==> config.mk <==
export PLATFORM = sky130hd
export DESIGN_NAME = bb3_lane
export DESIGN_NICKNAME = d
export VERILOG_FILES = /design/src/hw/rtl/bb3_pkg.sv /design/src/hw/rtl/bb3_lane.sv
export SDC_FILE = /design/constraint.sdc
export NUM_CORES = 1
export LEC_CHECK = 0
export BUFFER_PORTS_ARGS = -buffer_cell sky130_fd_sc_hd__clkbuf_2
export CAP_MARGIN = 15
export CORE_MARGIN = 1
export CORE_UTILIZATION = 61
export CTS_BUF_LIST = sky130_fd_sc_hd__clkbuf_4 sky130_fd_sc_hd__clkbuf_8
export DETAILED_ROUTE_END_ITERATION = 16
export PLACE_DENSITY_LB_ADDON = 0.12
export SLEW_MARGIN = 30
export SYNTH_ARGS = -nofsm -noshare
export SYNTH_HDL_FRONTEND = slang
export SYNTH_SLANG_ARGS = --single-unit
==> constraint.sdc <==
create_clock -name clk -period 18.53 [get_ports clk]
set_clock_uncertainty 0.2 [all_clocks]
set_input_delay 5.559 -clock clk [delete_from_list [all_inputs] [get_ports clk]]
set_output_delay 5.559 -clock clk [all_outputs]
set_load 0.03 [all_outputs]
==> src/hw/rtl/bb3_pkg.sv <==
`timescale 1ns / 1ps
// Shared constants, types and the rounding divider of the 3x3 box blur.
// Used by every other file of the block; depends on nothing.
package bb3_pkg;

    localparam int MAX_WIDTH = 2048;
    localparam int COL_W     = (MAX_WIDTH > 1) ? $clog2(MAX_WIDTH) : 1;
    localparam int EW        = ($clog2(MAX_WIDTH + 1) > 12) ? $clog2(MAX_WIDTH + 1) : 12;
    localparam int ROW_W     = 17;
    localparam int PIX_W     = 24;
    localparam int TAPS      = 9;

    localparam logic [1:0]  REG_FRAME_WIDTH  = 2'd0;
    localparam logic [1:0]  REG_FRAME_HEIGHT = 2'd1;
    localparam logic [11:0] FRAME_WIDTH_RST  = 12'd640;
    localparam logic [15:0] FRAME_HEIGHT_RST = 16'd480;

    // Reciprocals for the divide by three and nine (exact for 12-bit operands).
    localparam logic [12:0] RECIP3 = 13'd5462;
    localparam logic [12:0] RECIP9 = 13'd7282;

    // One advance of the stream position, decided in the control stage.
    typedef struct packed {
        logic              shift;
        logic              emit;
        logic              pre;
        logic [2:0]        col_ok;
        logic [2:0]        row_ok;
        logic              frame_end;
        logic              restart;
        logic [COL_W-1:0]  col;
        logic [PIX_W-1:0]  px;
    } adv_t;

    // What the merging stage needs about one emitted window.
    typedef struct packed {
        logic [2:0] col_ok;
        logic [2:0] row_ok;
        logic       frame_end;
    } emit_t;

    // y is sum + floor(n/2); the rounded mean is floor(y / n).
    function automatic logic [7:0] div_round(input logic [11:0] y, input logic [3:0] n);
        logic [11:0] a;
        logic [12:0] m;
        logic [24:0] p;
        logic [7:0]  q;
        a = (n == 4'd6) ? {1'b0, y[11:1]} : y;
        m = (n == 4'd9) ? RECIP9 : RECIP3;
        p = a * m;
        case (n)
            4'd2:    q = y[8:1];
            4'd3:    q = p[21:14];
            4'd4:    q = y[9:2];
            4'd6:    q = p[21:14];
            4'd9:    q = p[23:16];
            default: q = y[7:0];
        endcase
        return q;
    endfunction

endpackage

==> src/hw/rtl/bb3_lane.sv <==
`timescale 1ns / 1ps
// One color channel of the blur: masked nine-tap sum, then the rounding divide.
// Uses bb3_pkg for the divider function.
module bb3_lane (
    input  logic                           clk,
    input  logic [bb3_pkg::TAPS-1:0][7:0]  tap,
    input  logic [bb3_pkg::TAPS-1:0]       tap_ok,
    input  logic [3:0]                     n_in,
    input  logic                           load,
    input  logic [3:0]                     n_div,
    output logic [7:0]                     q
);

    logic [11:0] sum;
    logic [11:0] y;
    logic [11:0] y_reg;

    always_comb
    begin
        sum = '0;
        for (int i = 0; i < bb3_pkg::TAPS; i++)
            sum = sum + (tap_ok[i] ? 12'(tap[i]) : 12'd0);
        // Adding half the tap count makes the floor divide round half up.
        y = sum + 12'(n_in[3:1]);
        q = bb3_pkg::div_round(y_reg, n_div);
    end

    always_ff @(posedge clk)
    begin
        if (load)
            y_reg <= y;
    end

endmodule
==> impl_results.md, run 1 <==
- First-pass GRT wire length: 25400 um
- Netlist cell types: 54
- First drt pass iteration count: 5
- Initial antenna violation count: 0
- Gpl congestion: 0.955
- TritonCTS clock tree: done
- Ports: 99
- Cts hold-fix bufs: 0
- FFs w/ async S/R, synth: 0%
- Dominant cell by count in the synthesized netlist: inv_1
- Max frequency: 55.8 MHz
- Crit path max fanout: 21
- Root buffer cell: clkbuf_8
- H-tree depth: 1
- Area Growth Syn to Fin: 10.1%
- Required time of the critical path: 12.77 ns
- FF+latch count, synth: 12
- Worst slew margin: 57.0%
- Final Slew Violations: 0
- Largest net degree at the start of global routing: 23
- DP HPWL: 13200 um
- DR vias: 5243
- Resize count post-CTS: 0
- Fin. Hold Viols: 0
- Setup violations, final: 0
- Share of cells above drive strength 1: 13.2%
- Post-synth top cells: inv_1 (188), fa_1 (113), ha_1 (87)
- Drt wl/cell: 15.3 um
- DRC violation count after routing: 0
- CTS Buf Count: 3
- Clk slew on worst S/H paths: 0.05 ns
- ANT cells: 0
- Final period util: 96.7%
- Placed Instances: 960
- Post-CTS setup buffers: 0
- Gate Count Post-Synth: 744
- Vias in the first global route: 5619
- Port Buf Inserts: 97
- Critical path startpoint category: input pin
- Syn. warnings: 0
- GRT Overall Usage: 29.2%
- Fin cells: 964
- Area of the die: 10800 sq um
- Critical path class: input pin to output pin
- Area leader, netlist: fa_1
- Slew @ Worst Pin: 0.643 ns
- GRT Residual Overflow: 0
- Primary FF master, synth: edfxtp_1
- EDFF count, synth: 12
- Starting Density: 63.9%
- Routed WL: 14700 um
- Max_cap viols: 0
- Synth Net Count: 1035
- RSZ-0062 raised after global routing: no
- Die width: 104 um
- Nets: 1123
- Sink Count: 12
- DRT iter0 DRCs: 240
- Post-Syn Area per Cell: 8.55 sq um
- Largest register FFs: 12
- Synth top area cells: fa_1 (36%), ha_1 (17%), inv_1 (11%)
- Fin Setup TNS: 0 ns
- Crit end category: output pin
- ANT nets after route: 0
- Vias per inst: 5.44
- Top cell type's share of synthesized area: 35.6%
- Tmin final: 17.91 ns
- Core box area: 9950 sq um
- Synth Cell Area: 6360 sq um
- Die Height: 104 um
- Outcome: completed
- HP Class: input pin to flop
- Std cell rows: 36
- Worst EP arrival: 12.15 ns
- Clk buf depth: 2
- Sequential area share after synthesis: 5.67%
[per-layer routing]
metal,vias to the layer above,global-route usage [%],routed length (um)
li1,2504,-,-
met5,-,0,0
met4,0,4.80,226
met2,159,48.5,6930
met3,22,4.76,997
met1,2558,40.9,6550
[per-stage QoR]
stage / hold slack [ns] / utilization (%) / instance area (sq um) / worst slack [ns]
finish: 5.56 / 70.3 / 7000 / 0.619
global route: 5.57 / 70.3 / 7000 / 0.209
CTS: 5.56 / 70.3 / 7000 / 0.667
detailed placement: 5.81 / 69.9 / 6960 / 0.718
global placement: 5.78 / 69.9 / 6960 / 0.813
floorplan: 5.47 / - / 6360 / 0.873
[final cells by class]
class | count | area, sq um
clock inverter | 1 | 3.75
fill | 821 | 2950
multi-input combinational | 528 | 5230
sequential | 12 | 360
tap | 133 | 166
timing repair buffer | 99 | 500
clock buffer | 3 | 41.3
inverter | 188 | 706
[logic make-up (layout without fill, tap and decap cells)]
| kind of cell | count (synthesis) | after routing | share of synthesized area (%) |
|---|---|---|---|
| multiplexers | 6 | 6 | 0.984 |
| flip-flops | 12 | 12 | 5.67 |
| AND/OR/NAND/NOR | 190 | 190 | 14.9 |
| AO/OA/AOI/OAI | 111 | 111 | 10.6 |
| adder cells (fa/ha/maj) | 201 | 201 | 52.8 |
| XOR/XNOR | 20 | 20 | 2.75 |
| buffers and inverters | 204 | 291 | 12.2 |
[worst paths after layout]
kind	startpoint	endpoint	cells past startpoint
setup / recovery	n_div[2]	q[7]	24
hold / removal	load	y_reg[8]	1
[placed cells by master (no fill, tap or decap), types with 3 or more instances in the layout]
cell type  instances
inv_1            188
fa_1             113
clkbuf_2          97
ha_1              87
nand2_1           55
nor2_1            52
a21oi_1           45
and2_1            36
o21ai_0           29
edfxtp_1          12
xor2_1            11
xnor2_1            9
nand3_1            9
a21o_1             7
nand2b_1           6
nor2b_1            5
and3_1             5
nand3b_1           5
mux2i_1            4
nor3_1             3
nand4_1            3
o31ai_1            3
clkbuf_8           3
[worst max-delay path, stage by stage]
cell      delay (ns)
clkbuf_2        0.24
and4bb_4        0.47
nor2_1          0.07
a21oi_1         0.35
inv_1           0.20
fa_1            0.60
inv_1           0.08
fa_1            0.53
inv_1           0.04
ha_1            0.31
fa_1            0.54
inv_1           0.05
fa_1            0.52
inv_1           0.04
ha_1            0.29
nand2_1         0.06
or3_1           0.44
nor4_4          0.23
a211oi_1        0.19
o31ai_4         0.43
nand4_1         0.17
mux2_1          0.34
a31oi_1         0.16
clkbuf_2        0.22
Power of run 1 is not shown: default switching activity piles up to over one toggle a cycle in this logic, so the estimate is an artifact.
==> inputs of run 2 (changes only) <==
- CORE_UTILIZATION: 61 -> 65
- clock period: 18.53 -> 21.4 ns (I/O delays scaled with it)
==> impl_results.md, run 2 (synthesis gave the netlist of run 1 again) <==
- Worst path max stage delay: 0.61 ns (about the same)
- Slowest library cell on the worst path: fa_1
- HP Class: input pin to flop
- Crit end category: output pin
- Vias in the first global route: 5660 (+0.73%)
- Routed WL: 14900 um (+1.4%)
- CTS Buf Count: 3 (unchanged)
- Most used cell, CP: inv_1
- Tmin final: 19.60 ns
- DR vias: 5249 (+0.11%)
- Largest register FFs: 12 (unchanged)
- Drt wl/cell: 15.5 um (+1.9%)
- Post-CTS setup buffers: 0 (unchanged)
- Nets: 1123 (unchanged)
- Crit. Startpoint: n_div[2]
- Crit path max fanout: 21 (unchanged)
- Cts hold-fix bufs: 0 (unchanged)
- DRT iter0 DRCs: 197 (-18%)
- ANT cells: 0 (unchanged)
- Final period util: 91.6%
- Gpl congestion: 0.951 (-0.38%)
- Setup violations, final: 0 (unchanged)
- First-pass GRT wire length: 25600 um (+0.84%)
- Fin Setup TNS: 0 ns (unchanged)
- Worst slew margin: 60.0% (+3.0 points)
- GRT Residual Overflow: 0 (unchanged)
- Critical path startpoint category: input pin
- Slew @ Worst Pin: 0.596 ns (-0.0471 ns)
- Area of the die: 10200 sq um (-6.0%)
- Largest net degree at the start of global routing: 24 (+4.3%)
- Share of cells above drive strength 1: 13.2% (unchanged)
- Std cell rows: 35 (-2.8%)
- Core box area: 9370 sq um (-5.9%)
- Vias per inst: 5.47 (+0.53%)
- TritonCTS clock tree: done
- Crit path to: q[7]
- Multi-input gate area: 5230 sq um (unchanged)
- Final Slew Violations: 0 (unchanged)
- Port Buf Inserts: 97 (unchanged)
- Worst EP arrival: 12.98 ns (+0.83 ns)
- Util after Layout: 74.7% (+4.3 points)
- Fin cells: 960 (-0.41%)
- Initial antenna violation count: 0 (unchanged)
- Most frequent cells in the layout: inv_1 (188), fa_1 (113), clkbuf_2 (97)
- Leading cell type in the layout, fill and taps excluded: inv_1
- Fin. Hold Viols: 0 (unchanged)
- Resize count post-CTS: 0 (unchanged)
- Die Height: 101 um (-3.1%)
- Die width: 101 um (-3.1%)
- DP HPWL: 13300 um (+0.49%)
- GRT Overall Usage: 32.4% (+3.2 points)
- Root buffer cell: clkbuf_8
- Critical path class: input pin to output pin
- First drt pass iteration count: 7 (+2)
- Required time of the critical path: 14.78 ns (+2.01 ns)
- DRC violation count after routing: 0 (unchanged)
- FF/Latch Area: 360 sq um (unchanged)
- Area Growth Syn to Fin: 10.0% (about the same)
- Sink Count: 12 (unchanged)
- Clk slew on worst S/H paths: 0.05 ns (about the same)
- ANT nets after route: 0 (unchanged)
- Starting Density: 67.9% (+4.0 points)
- RSZ-0062 raised after global routing: no
- Clk buf depth: 2 (unchanged)
- H-tree depth: 1 (unchanged)
- Ports: 99 (unchanged)
- Max frequency: 51.0 MHz
- Fillers: 767 (-6.6%)
- Max_cap viols: 0 (unchanged)
- Cell breakdown of the critical path: clkbuf_2 -> and4bb_4 -> nor2_1 -> a21oi_1 -> inv_1 -> fa_1 -> inv_1 -> fa_1 -> inv_1 -> ha_1 -> fa_1 -> inv_1 -> fa_1 -> inv_1 -> ha_1 -> nand2_1 -> or3_1 -> nor4_4 -> a211oi_1 -> o31ai_4 -> nand4_1 -> mux2_1 -> a31oi_1 -> clkbuf_2
- Placed Instances: 956 (-0.42%)
- Outcome: completed
[run 2: cell counts in the layout (fill, tap and decap cells not counted)]
Identical to the previous run, type by type.
[run 2: stage by stage]
stage | area, sq um | hold slack (ns) | worst slack, ns
after floorplan | 6360 | 6.33 | 2.02
after global placement | 6950 | 6.65 | 1.94
after detailed placement | 6950 | 6.67 | 1.85
after CTS | 7000 | 6.42 | 1.82
after global routing | 7000 | 6.43 | 1.42
final | 7000 | 6.42 | 1.80
[run 2: how the worst min path moves through the flow]
stage / from / end / slack [ns] / cells past startpoint
after global placement: load / y_reg[8] / 6.65 / 1
after CTS: load / y_reg[6] / 6.42 / 1
after detailed placement: load / y_reg[8] / 6.67 / 1
after global routing: load / y_reg[6] / 6.43 / 1
final: load / y_reg[6] / 6.42 / 1
after floorplan: load / y_reg[0] / 6.33 / 0
[run 2: final cells by class]
class                   instances  share of cell area [%]
repair buffers                 99                    7.15
inverters                     188                    10.1
multi-input cells             528                    74.7
well taps                     129                    2.31
clock inverters                 1                  0.0536
clock buffers                   3                   0.590
flip-flops and latches         12                    5.15
[run 2: layer usage]
metal	global-route usage, %	share of wire [%]
met4	6.91	1.5
met1	44.9	44
met3	5.27	6.8
met5	0	0
met2	53.8	47
[run 2: critical path: cells and delay by family]
family	cells	cell delay (ns)
fa+ha+maj	6	2.83
simple gates	6	1.42
compound gates	4	1.08
buf+inv	7	0.87
mux	1	0.34
Power of run 2 is left out for the same reason.
==> inputs of run 3 (changes only) <==
- CORE_UTILIZATION: 65 -> 25
- CTS_CLUSTER_SIZE: unset -> 12
- SLEW_MARGIN: 30 -> 10
==> impl_results.md, run 3 (synthesis gave the netlist of run 1 again) <==
- Outcome: completed
- Routed WL: 16700 um (+12%)
- GRT Residual Overflow: 0 (unchanged)
- Crit end category: output pin
- DP HPWL: 15500 um (+17%)
- Critical path startpoint category: input pin
- Gpl congestion: 0.765 (-20%)
- DRC violation count after routing: 0 (unchanged)
- Final period util: 92.1% (+0.50 points)
- Port Buf Inserts: 97 (unchanged)
- Crit path max fanout: 21 (unchanged)
- First-pass GRT wire length: 28200 um (+9.8%)
- ANT cells: 0 (unchanged)
- Post-CTS setup buffers: 0 (unchanged)
- Vias per inst: 4.31 (-21%)
- Util after Layout: 28.9% (-46 points)
- Drt wl/cell: 14.4 um (-7.5%)
- Most used cell, CP: inv_1
- Worst hold stages: 1 (unchanged)
- ANT nets after route: 0 (unchanged)
- CTS Buf Count: 3 (unchanged)
- Slew @ Worst Pin: 0.672 ns (+0.0754 ns)
- TritonCTS clock tree: done
- Worst EP arrival: 13.09 ns (+0.11 ns)
- Clk buf depth: 2 (unchanged)
- Setup violations, final: 0 (unchanged)
- Final Slew Violations: 0 (unchanged)
- Area Growth Syn to Fin: 13.9%
- Vias in the first global route: 5551 (-1.9%)
- Crit. Startpoint: n_div[2]
- HP Class: input pin to flop
- DRT iter0 DRCs: 133 (-32%)
- Tmin final: 19.71 ns (+0.106 ns)
- Worst slew margin: 55.1% (-4.8 points)
- Nets: 1123 (unchanged)
- Leading cell type in the layout, fill and taps excluded: inv_1
- Slowest library cell on the worst path: fa_1
- Clk slew on worst S/H paths: 0.05 ns (about the same)
- Worst path max stage delay: 0.64 ns (+0.03 ns)
- Area of the die: 26100 sq um (+160%)
- Die Height: 161 um (+60%)
- Sink Count: 12 (unchanged)
- RSZ-0062 raised after global routing: no
- Initial antenna violation count: 0 (unchanged)
- Startpoint of the worst hold path: load
- Std cell rows: 58 (+66%)
- Starting Density: 25.4% (-42 points)
- Cts hold-fix bufs: 0 (unchanged)
- H-tree depth: 1 (unchanged)
- Fillers: 2830 (+270%)
- Resize count post-CTS: 0 (unchanged)
- Critical path class: input pin to output pin
- Fin. Hold Viols: 0 (unchanged)
- Cell breakdown of the critical path: clkbuf_2 -> and4bb_4 -> nor2_1 -> a21oi_1 -> inv_1 -> fa_1 -> inv_1 -> fa_1 -> inv_1 -> ha_1 -> fa_1 -> inv_1 -> fa_1 -> inv_1 -> ha_1 -> nand2_1 -> or3_1 -> nor4_4 -> a211oi_1 -> o31ai_4 -> nand4_1 -> mux2_1 -> a31oi_1 -> clkbuf_2
- Share of cells above drive strength 1: 13.3% (+0.016 points)
- Most frequent cells in the layout: inv_1 (188), fa_1 (113), clkbuf_2 (97)
- First drt pass iteration count: 4 (-3)
- Fin Setup TNS: 0 ns (unchanged)
- Design area: 7250 sq um (+3.5%)
- Max frequency: 50.7 MHz (-0.54%)
- Largest register FFs: 12 (unchanged)
- GRT Overall Usage: 13.8% (-19 points)
- Root buffer cell: clkbuf_8
- Max_cap viols: 0 (unchanged)
- DR vias: 4994 (-4.9%)
- Die width: 161 um (+60%)
- Required time of the critical path: 14.78 ns (about the same)
- Largest net degree at the start of global routing: 22 (-8.3%)
- Core box area: 25000 sq um (+170%)
- Ports: 99 (unchanged)
- Placed cell area: 7200 sq um (+3.6%)
-- run 3: worst max-delay path: cells and delay by family --
family	cells	cell delay (ns)
compound gates	4	1.18
fa+ha+maj	6	2.83
buf+inv	7	0.90
mux	1	0.34
simple gates	6	1.39
-- run 3: worst paths after layout --
| check | endpoint | slack (ns) |
|---|---|---|
| hold / removal | y_reg[8] | 6.45 |
| setup / recovery | q[7] | 1.69 |
-- run 3: layer usage --
layer | up-vias | GRT usage [%] | part of all wire, %
li1 | 2500 | - | -
met1 | 2419 | 18.3 | 47
met2 | 73 | 25.5 | 50
met3 | 2 | 1.05 | 3.4
met4 | 0 | 0.901 | 0.17
met5 | - | 0 | 0
-- run 3: area by class of cell --
cell class / instances / area [sq um] / share of cell area (%)
clock buffer: 3 / 41.3 / 0.570
inverter: 188 / 706 / 9.74
multi-input combinational: 528 / 5230 / 72.1
sequential: 12 / 360 / 4.97
tap: 330 / 413 / 5.70
timing repair buffer: 99 / 500 / 6.91
-- run 3: through the flow --
stage | hold slack [ns] | setup WS, ns | cells
after floorplan | 6.33 | 2.02 | 744
after global placement | 6.70 | 1.61 | 1157
after detailed placement | 6.70 | 1.63 | 1157
after CTS | 6.46 | 1.60 | 1160
after global routing | 6.48 | 1.22 | 1160
final | 6.45 | 1.69 | 1160
Power of run 3 is left out for the same reason.
