File: src/hw/rtl/bb3_pkg.sv
`timescale 1ns / 1ps
// Shared constants, types and the rounding divider of the 3x3 box blur.
// Used by every other file of the block; depends on nothing.
package bb3_pkg;

    localparam int MAX_WIDTH = 2048;
    localparam int COL_W     = (MAX_WIDTH > 1) ? $clog2(MAX_WIDTH) : 1;
    localparam int EW        = ($clog2(MAX_WIDTH + 1) > 12) ? $clog2(MAX_WIDTH + 1) : 12;
    localparam int ROW_W     = 17;
    localparam int PIX_W     = 24;
    localparam int TAPS      = 9;

    localparam logic [1:0]  REG_FRAME_WIDTH  = 2'd0;
    localparam logic [1:0]  REG_FRAME_HEIGHT = 2'd1;
    localparam logic [11:0] FRAME_WIDTH_RST  = 12'd640;
    localparam logic [15:0] FRAME_HEIGHT_RST = 16'd480;

    // Reciprocals for the divide by three and nine (exact for 12-bit operands).
    localparam logic [12:0] RECIP3 = 13'd5462;
    localparam logic [12:0] RECIP9 = 13'd7282;

    // One advance of the stream position, decided in the control stage.
    typedef struct packed {
        logic              shift;
        logic              emit;
        logic              pre;
        logic [2:0]        col_ok;
        logic [2:0]        row_ok;
        logic              frame_end;
        logic              restart;
        logic [COL_W-1:0]  col;
        logic [PIX_W-1:0]  px;
    } adv_t;

    // What the merging stage needs about one emitted window.
    typedef struct packed {
        logic [2:0] col_ok;
        logic [2:0] row_ok;
        logic       frame_end;
    } emit_t;

    // y is sum + floor(n/2); the rounded mean is floor(y / n).
    function automatic logic [7:0] div_round(input logic [11:0] y, input logic [3:0] n);
        logic [11:0] a;
        logic [12:0] m;
        logic [24:0] p;
        logic [7:0]  q;
        a = (n == 4'd6) ? {1'b0, y[11:1]} : y;
        m = (n == 4'd9) ? RECIP9 : RECIP3;
        p = a * m;
        case (n)
            4'd2:    q = y[8:1];
            4'd3:    q = p[21:14];
            4'd4:    q = y[9:2];
            4'd6:    q = p[21:14];
            4'd9:    q = p[23:16];
            default: q = y[7:0];
        endcase
        return q;
    endfunction

endpackage

File: src/hw/rtl/bb3_ctrl.sv
`timescale 1ns / 1ps
// Configuration registers, stream position counters and input handshake.
// Decides per beat whether the window shifts and which result it gives; uses bb3_pkg.
module bb3_ctrl (
    input  logic                  clk,
    input  logic                  rst_n,
    input  logic                  cfg_write,
    input  logic [1:0]            cfg_index,
    input  logic [15:0]           cfg_data,
    input  logic                  in_valid,
    output logic                  in_stall,
    input  logic [7:0]            pixel_red,
    input  logic [7:0]            pixel_green,
    input  logic [7:0]            pixel_blue,
    input  logic                  flush,
    input  logic                  b_ready,
    output logic                  a_valid,
    output bb3_pkg::adv_t         a_adv,
    output logic                  cfg_clear
);

    logic [11:0]                  frame_width_reg;
    logic [15:0]                  frame_height_reg;
    logic [bb3_pkg::COL_W-1:0]    ic_reg;
    logic [bb3_pkg::ROW_W-1:0]    ir_reg;
    logic [bb3_pkg::COL_W-1:0]    oc_reg;
    logic [15:0]                  or_reg;

    logic [bb3_pkg::EW-1:0]       w;
    logic [bb3_pkg::EW-1:0]       w_raw;
    logic [15:0]                  h;
    logic [bb3_pkg::ROW_W-1:0]    h_ext;
    logic                         past_end;
    logic                         internal;
    logic                         accept;
    logic                         pre;
    logic                         post;
    logic                         emit;
    logic                         fe;
    logic [bb3_pkg::COL_W:0]      oc1;
    logic                         oc_wrap;
    logic [16:0]                  or_n;
    logic [bb3_pkg::COL_W:0]      ic1;
    logic                         ic_wrap;

    always_comb
    begin
        w_raw = bb3_pkg::EW'(frame_width_reg);
        if (frame_width_reg == 12'd0)
            w = bb3_pkg::EW'(1);
        else if (w_raw > bb3_pkg::EW'(bb3_pkg::MAX_WIDTH))
            w = bb3_pkg::EW'(bb3_pkg::MAX_WIDTH);
        else
            w = w_raw;
        h     = (frame_height_reg == 16'd0) ? 16'd1 : frame_height_reg;
        h_ext = bb3_pkg::ROW_W'(h);

        past_end = ir_reg >= h_ext;
        // On a one-row frame the first flush position yields nothing, so it
        // is stepped over internally before the flush beat is taken.
        internal = in_valid && flush && past_end && (ic_reg == '0)
                   && (ir_reg == bb3_pkg::ROW_W'(1));
        in_stall = !b_ready || internal;
        accept   = in_valid && !in_stall;
        a_valid  = (accept && (flush ? past_end : !past_end)) || (b_ready && internal);

        pre  = (ic_reg == '0) && (ir_reg >= bb3_pkg::ROW_W'(2));
        post = (ic_reg != '0) && (ir_reg != '0);
        emit = pre || post;

        oc1     = {1'b0, oc_reg} + 1'b1;
        oc_wrap = bb3_pkg::EW'(oc1) >= w;
        or_n    = oc_wrap ? ({1'b0, or_reg} + 17'd1) : {1'b0, or_reg};
        fe      = emit && (or_n >= {1'b0, h});

        ic1     = {1'b0, ic_reg} + 1'b1;
        ic_wrap = bb3_pkg::EW'(ic1) >= w;

        a_adv.shift     = !(pre && fe);
        a_adv.emit      = emit;
        a_adv.pre       = pre;
        a_adv.frame_end = fe;
        a_adv.restart   = fe;
        a_adv.col       = ic_reg;
        a_adv.px        = flush ? '0 : {pixel_red, pixel_green, pixel_blue};
        if (pre)
        begin
            a_adv.col_ok = {1'b1, (w >= bb3_pkg::EW'(2)), 1'b0};
            a_adv.row_ok = {((ir_reg - 1'b1) < h_ext), 1'b1,
                            (ir_reg >= bb3_pkg::ROW_W'(3))};
        end
        else
        begin
            a_adv.col_ok = {1'b1, 1'b1, (ic_reg >= bb3_pkg::COL_W'(2))};
            a_adv.row_ok = {(ir_reg < h_ext), 1'b1, (ir_reg >= bb3_pkg::ROW_W'(2))};
        end

        cfg_clear = cfg_write && ((cfg_index == bb3_pkg::REG_FRAME_WIDTH)
                                  || (cfg_index == bb3_pkg::REG_FRAME_HEIGHT));
    end

    always_ff @(posedge clk or negedge rst_n)
    begin
        if (!rst_n)
        begin
            frame_width_reg  <= bb3_pkg::FRAME_WIDTH_RST;
            frame_height_reg <= bb3_pkg::FRAME_HEIGHT_RST;
            ic_reg           <= '0;
            ir_reg           <= '0;
            oc_reg           <= '0;
            or_reg           <= '0;
        end
        else if (cfg_write)
        begin
            unique case (cfg_index)
                bb3_pkg::REG_FRAME_WIDTH:
                begin
                    frame_width_reg <= cfg_data[11:0];
                    ic_reg <= '0;
                    ir_reg <= '0;
                    oc_reg <= '0;
                    or_reg <= '0;
                end
                bb3_pkg::REG_FRAME_HEIGHT:
                begin
                    frame_height_reg <= cfg_data;
                    ic_reg <= '0;
                    ir_reg <= '0;
                    oc_reg <= '0;
                    or_reg <= '0;
                end
                default:
                begin
                end
            endcase
        end
        else if (a_valid)
        begin
            if (fe)
            begin
                ic_reg <= '0;
                ir_reg <= '0;
                oc_reg <= '0;
                or_reg <= '0;
            end
            else
            begin
                if (ic_wrap)
                begin
                    ic_reg <= '0;
                    ir_reg <= ir_reg + 1'b1;
                end
                else
                begin
                    ic_reg <= ic1[bb3_pkg::COL_W-1:0];
                end
                if (emit)
                begin
                    oc_reg <= oc_wrap ? '0 : oc1[bb3_pkg::COL_W-1:0];
                    or_reg <= or_n[15:0];
                end
            end
        end
    end

endmodule

File: config.mk
export PLATFORM = sky130hd
export DESIGN_NAME = bb3_ctrl
export DESIGN_NICKNAME = d
export VERILOG_FILES = /design/src/hw/rtl/bb3_pkg.sv /design/src/hw/rtl/bb3_ctrl.sv
export SDC_FILE = /design/constraint.sdc
export NUM_CORES = 1
export LEC_CHECK = 0
export CAP_MARGIN = 20
export CORE_MARGIN = 2
export CORE_UTILIZATION = 59
export CTS_BUF_LIST = sky130_fd_sc_hd__clkbuf_16
export CTS_CLUSTER_DIAMETER = 150
export DETAILED_ROUTE_END_ITERATION = 12
export DONT_BUFFER_PORTS = 1
export PLACE_DENSITY = 0.76
export SETUP_SLACK_MARGIN = 0.3
export SLEW_MARGIN = 20
export SYNTH_ARGS = -nofsm -noshare
export SYNTH_HDL_FRONTEND = slang
export SYNTH_SLANG_ARGS = --single-unit
export TNS_END_PERCENT = 50
File: constraint.sdc
create_clock -name clk -period 4.8 [get_ports clk]
set_input_delay 0.72 -clock clk [delete_from_list [all_inputs] [get_ports clk]]
set_output_delay 0.72 -clock clk [all_outputs]
set_load 0.005 [all_outputs]
==> qor.yml, run 1 <==
cts-root-buf: "clkbuf_16"
num_rows: 39
drv_slew: 0
final_hold_viol_count: 0
dp_cells: 959
syn_inst: 808
worst_clock_skew_ns: 0.0119
nFillCells: 784
antenna_left: 0
crit_chain: "ha_4, nand3_4, nor2_4, buf_4, buf_4, xor2_1, ha_1, nand2_1, or3_4, o32ai_4, buf_12, o21ai_4, or2_4, xnor2_2, ha_1, a21oi_1, o21ai_2, a2111oi_2, o21a_1, and2_4, nand2b_1"
period_needed_ns: 5.19
place_ws_ns: -0.219
holdWs_ns: 0.0524
fin_area_um2: 8580
clk_latency_ns: 0.36
ff_latch_area_um2: 2090
finalSetupViolations: 52
ir_drop_v: 0.000293
cpMaxStageDelayCell: "dfrtp_2"
yosys.area.top_type: "dfrtp_1"
area_growth_pct: 21.6
clkTransAtPathRegs_ns: 0.07
critPathLaunchType: "register"
drive_gt1_frac: 0.251
synth_seq_cells: 83
grt_setup_unrepaired: "yes"
multi_input_area_um2: 5120
nNetsFinal: 989
cts_tree: "done"
dp_hpwl_mm: 15.3
violations: "negative setup slack"
highest_layer: "met4"
dieArea_um2: 12900
drt_first_pass_iters: 5
period_share: 1.08
ys_seq_area_frac: 0.295
critPathKind: "register to output port"
start_util: 0.610
antenna_found_initial: 0
drv_cap: 0
largest_register_ffs: 17
worstMarginPinSlew_ns: 0.993
wl_met1_mm: 9.13
yosys_warnings: 0
fmax_mhz: 193
synth.distinct_cells: 70
cp.required_ns: 4.08
synth_area_um2: 7060
slowest_delay_ns: 0.44
setup_slack_ns: -0.388
hold_path.class: "input pin to async pin"
routed_wl_mm: 22.5
htreeDepth: 3
slew_headroom: 0.338
dr.first_iter.drc_count: 720
grt_pass1_vias: 6586
cts_buffers: 9
wl_met2_mm: 11.1
place_congestion: 0.895
cp.arrival_ns: 4.47
tns_ns: -7.62
coreArea_um2: 11600
yosys.area.top_type_share: 0.273
endpoint_kind: "output port"
critPathMaxFanout: 7
gr-total-overflow: 0
async_flop_share: 1.00
die_height_um: 113
wl_per_cell_um: 22.4
grt_pass1_wl_mm: 33.5
clock-sinks: 83
synth_edf_count: 0
diodes: 0
synth_area_leaders: "dfrtp_1, ha_1, mux2_2, nand2_1, xnor2_1"
vias: 6814
path_delay_family: "simple AND/OR/NAND/NOR gates"
crit_buf_inv: 3
grt_use_total: 0.329
die_x_um: 113
drc: 0
cellPowerDensity_nw_per_um2: 361
p_total_mw: 3.10
status: "complete, but fails checks"
utilization: 0.742
pin_count: 97
leakagePower_nw: 3.87
clk_path_buf_depth: 2
avgViaCountPerCell: 6.77
postPlaceCellArea_um2: 7540
wl_met3_mm: 1.30
instances_no_fill: 1007
synth_flop_cell: "dfrtp_1"
io_buffer_count: 0
grt_max_degree: 84
postSynthAreaPerCell_um2: 8.74
[area by class of cell]
cell class                 instances  area share
clock inverter                     7      0.0117
inverter                          45      0.0200
tap                              143      0.0209
sequential                        83       0.243
timing repair buffer              84      0.0811
clock buffer                       9      0.0262
multi-input combinational        636       0.597
[final timing paths]
check | start | endpoint | slack [ns] | depth (start not counted)
max | oc_reg[0] | a_adv[45] | -0.39 | 21
min | rst_n | ir_reg[3] | 0.05 | 0
max reg2reg | oc_reg[0] | ir_reg[15] | -0.26 | 26
min reg2reg | frame_height_reg[0] | frame_height_reg[0] | 0.52 | 1
max in group asynchronous | rst_n | frame_width_reg[7] | 4.56 | 0
min in group clk | cfg_data[0] | frame_width_reg[0] | 0.49 | 2
[cell usage after synthesis, drive strengths merged (10+ instances only)]
cell,instances
a21oi,22
xor2,18
buf,17
mux2,27
nor3,23
nor2b,32
nand3,37
o21ai,45
nor2,46
inv,45
and3,13
ha,82
xnor2,26
or3,12
nor4,14
clkbuf,28
nand2,67
dfrtp,77
o211ai,11
nand4,18
a22o,10
[where the power goes]
part / total (mW) / internal (mW) / switching [mW]
combinational: 1.38 / 0.594 / 0.786
sequential: 0.940 / 0.796 / 0.145
clock: 0.780 / 0.461 / 0.319
total: 3.10 / 1.85 / 1.25
[layout by cell type (no fill, tap or decap), types with 5 or more instances in the layout]
master	count
inv_1	44
a21oi_1	18
or3_1	11
nor2b_1	30
nor4_1	11
ha_1	79
a21o_1	9
o21ai_1	7
nor2_4	6
o21ai_0	32
nand2_1	63
a22o_1	10
dfstp_2	6
nand2b_1	9
dfrtp_1	74
clkbuf_16	9
nand3_1	32
o211ai_1	11
xor2_1	17
a211oi_1	5
buf_4	71
nor2_1	38
nor3_1	21
a31oi_1	5
o21a_1	7
nand4_1	18
and3_1	12
o21ai_2	5
o22ai_1	6
buf_6	10
or4_1	7
mux2_2	27
xnor2_1	22
[worst register-to-register path, stage by stage (launching register included)]
cell and delay (ns):
dfrtp_2 0.44, ha_4 0.18, nand3_4 0.07, nor2_4 0.06, buf_4 0.13, buf_4 0.13, xor2_1 0.16, ha_1 0.32
nand2_1 0.07, or3_4 0.38, o32ai_4 0.25, buf_12 0.17, o211a_4 0.18, nand4_1 0.20, xnor2_2 0.26, ha_2 0.20
a21oi_2 0.05, o21ai_2 0.17, o2111ai_1 0.12, o21a_1 0.21, buf_4 0.14, buf_6 0.11, a31oi_1 0.18, buf_4 0.25
buf_4 0.17, o21ai_0 0.09, a21bo_2 0.25
[routing by layer]
metal / vias to the layer above / track usage
li1: 3055 / -
met1: 3359 / 0.423
met2: 318 / 0.540
met3: 82 / 0.0531
met4: 0 / 0.163
met5: - / 0
[timing repair]
action	4_1_cts	5_1_grt
hold endpoints to repair	0	0
pin swaps	17	45
gates resized for setup	28	70
setup endpoints to repair	58	59
hold buffers	0	0
setup buffers	19	13
[logic make-up (layout without fill, tap and decap cells)]
group,after synthesis,after routing,synth area share
AOI/OAI and AO/OA,181,181,0.181
xor gates and xnor gates,44,44,0.0546
muxes,29,29,0.0459
DFF,83,83,0.295
adders and majority gates,82,82,0.145
buffers and inverters,90,145,0.0550
other,1,2,0.000531
and+or+nand+nor,298,298,0.223
No activity file was read; power rests on OpenSTA's default activity.
==> inputs of run 2 (changes only) <==
--- a/config.mk
+++ b/config.mk
@@ -18,4 +18,4 @@
 export SYNTH_ARGS = -nofsm -noshare
 export SYNTH_HDL_FRONTEND = slang
 export SYNTH_SLANG_ARGS = --single-unit
-export TNS_END_PERCENT = 50
+export TNS_END_PERCENT = 1
==> qor.yml, run 2 (same netlist as run 1, synthesis figures left out) <==
period_share: 1.08  # about the same
leakagePower_nw: 3.70  # was 3.87 nW
htreeDepth: 3  # unchanged
drv_slew: 0  # unchanged
clkTransAtPathRegs_ns: 0.07  # about the same
place_ws_ns: -0.295  # was -0.219 ns
antenna_found_initial: 0  # unchanged
cellPowerDensity_nw_per_um2: 361  # about the same
place_congestion: 0.959  # was 0.895
cts_buffers: 9  # unchanged
pin_count: 97  # unchanged
drt_first_pass_iters: 5  # unchanged
coreArea_um2: 11600  # unchanged
grt_use_total: 0.325  # was 0.329
drc: 0  # unchanged
cts-root-buf: "clkbuf_16"  # unchanged
vias: 6565  # was 6814
clk_path_buf_depth: 2  # unchanged
dp_hpwl_mm: 15.3  # about the same
mostFrequentLayoutCells: "ha_1, dfrtp_1, nand2_1"  # was ha_1, dfrtp_1, buf_4
start_util: 0.610  # unchanged
routed_wl_mm: 20.7  # was 22.5 mm
diodes: 0  # unchanged
critPathMaxFanout: 6  # was 7
wl_per_cell_um: 20.9  # was 22.4 um
die_height_um: 113  # unchanged
hold_buffers: 0  # unchanged
cts_tree: "done"  # unchanged
die_x_um: 113  # unchanged
grtUsageMet3: 0.0606  # was 0.0531
nNetsFinal: 970  # was 989
violations: "negative setup slack"  # unchanged
grt_setup_unrepaired: "yes"  # unchanged
grt_use_met1: 0.414  # was 0.423
critPathLaunchType: "register"  # unchanged
drive_gt1_frac: 0.204  # was 0.251
largest_register_ffs: 17  # unchanged
grt_pass1_wl_mm: 32.6  # was 33.5 mm
period_needed_ns: 5.20  # was 5.19 ns
status: "complete, but fails checks"  # unchanged
worst_clock_skew_ns: 0.0112  # was 0.0119 ns
layout_commonest_cell: "ha_1"  # unchanged
ir_drop_v: 0.000377  # was 0.000293 V
setup_slack_ns: -0.397  # was -0.388 ns
gr-total-overflow: 0  # unchanged
fin_area_um2: 8110  # was 8580 um^2
grt_pass1_vias: 6424  # was 6586
clock-sinks: 83  # unchanged
postPlaceCellArea_um2: 7560  # was 7540 um^2
worstMarginPinSlew_ns: 0.968  # was 0.993 ns
fmax_mhz: 192  # was 193 MHz
cp.required_ns: 4.08  # about the same
dieArea_um2: 12900  # unchanged
io_buffer_count: 0  # unchanged
drv_cap: 0  # unchanged
hold_path.class: "input pin to async pin"  # unchanged
busiest_layer: "met2"  # unchanged
area_growth_pct: 14.8  # was 21.6%
dr.first_iter.drc_count: 555  # was 720
cp.arrival_ns: 4.48  # was 4.47 ns
antenna_left: 0  # unchanged
avgViaCountPerCell: 6.64  # was 6.77
num_rows: 39  # unchanged
grt_max_degree: 84  # unchanged
slew_headroom: 0.352  # was 0.338
clk_latency_ns: 0.37  # was 0.36 ns
endpoint_kind: "output port"  # unchanged
use_met2: 0.534  # was 0.540
finalSetupViolations: 56  # was 52
final_hold_viol_count: 0  # unchanged
critPathKind: "register to output port"  # unchanged
-- run 2: final cells by class --
| cell class | instances | area, um^2 |
|---|---|---|
| clock buffer | 9 | 225 |
| fill | 891 | 3460 |
| clock inverter | 7 | 73.8 |
| tap | 143 | 179 |
| timing repair buffer | 65 | 512 |
| sequential | 83 | 2080 |
| multi-input combinational | 636 | 4860 |
| inverter | 45 | 171 |
-- run 2: worst paths after layout --
| check | from | end | slack [ns] | cells past startpoint |
|---|---|---|---|---|
| max | oc_reg[1] | a_adv[45] | -0.40 | 21 |
| min reg2reg | frame_height_reg[0] | frame_height_reg[0] | 0.52 | 1 |
| min in group clk | cfg_data[11] | frame_width_reg[11] | 0.48 | 2 |
| min | rst_n | frame_width_reg[4] | 0.04 | 0 |
| max reg2reg | oc_reg[1] | ir_reg[12] | -0.28 | 28 |
| max in group asynchronous | rst_n | frame_height_reg[6] | 4.57 | 0 |
-- run 2: through the flow --
step                total power [mW]  TNS [ns]  cells   util  hold WS (ns)
floorplan                       1.78         0    809      -         0.424
global placement                2.06     -3.47    963  0.654         0.426
detailed placement              2.13     -6.22    963  0.654         0.426
CTS                             2.87     -3.64    984  0.689        0.0315
global route                    3.10    -22.18    988  0.701        0.0286
finish                          2.93     -6.96    988  0.701        0.0373
-- run 2: power by group --
| group | leakage, nW | internal [mW] | switching [mW] |
|---|---|---|---|
| clock network | 0.150 | 0.372 | 0.351 |
| registers | 1.07 | 0.794 | 0.140 |
| logic | 2.47 | 0.546 | 0.723 |
| total | 3.70 | 1.71 | 1.21 |
-- run 2: critical path, cell delays in order, from the launching register on --
cell and delay, ns:
dfrtp_1 0.42, and3_4 0.23, nand3_4 0.09, inv_4 0.08
nand3_4 0.10, nor2_4 0.13, xor2_1 0.20, ha_1 0.27
a21o_1 0.19, a21oi_1 0.24, o32ai_4 0.14, buf_12 0.16
o21ai_4 0.24, nor2_2 0.08, xor2_2 0.19, ha_1 0.34
a211oi_2 0.18, nor2_1 0.08, a2111oi_2 0.29, o21a_1 0.18
and2_4 0.17, nand2b_1 0.12
-- run 2: timing repair --
item / CTS / global route
setup endpoints to repair: 58 / 59
pin swaps: 13 / 12
gates cloned: 0 / 0
gates resized for setup: 19 / 19
setup buffers: 5 / 4
-- run 2: per-layer routing --
metal / vias up / wire length, um
li1: 3020 / -
met1: 3210 / 8480
met2: 278 / 10200
met3: 57 / 1250
met4: 0 / 699
met5: - / 0
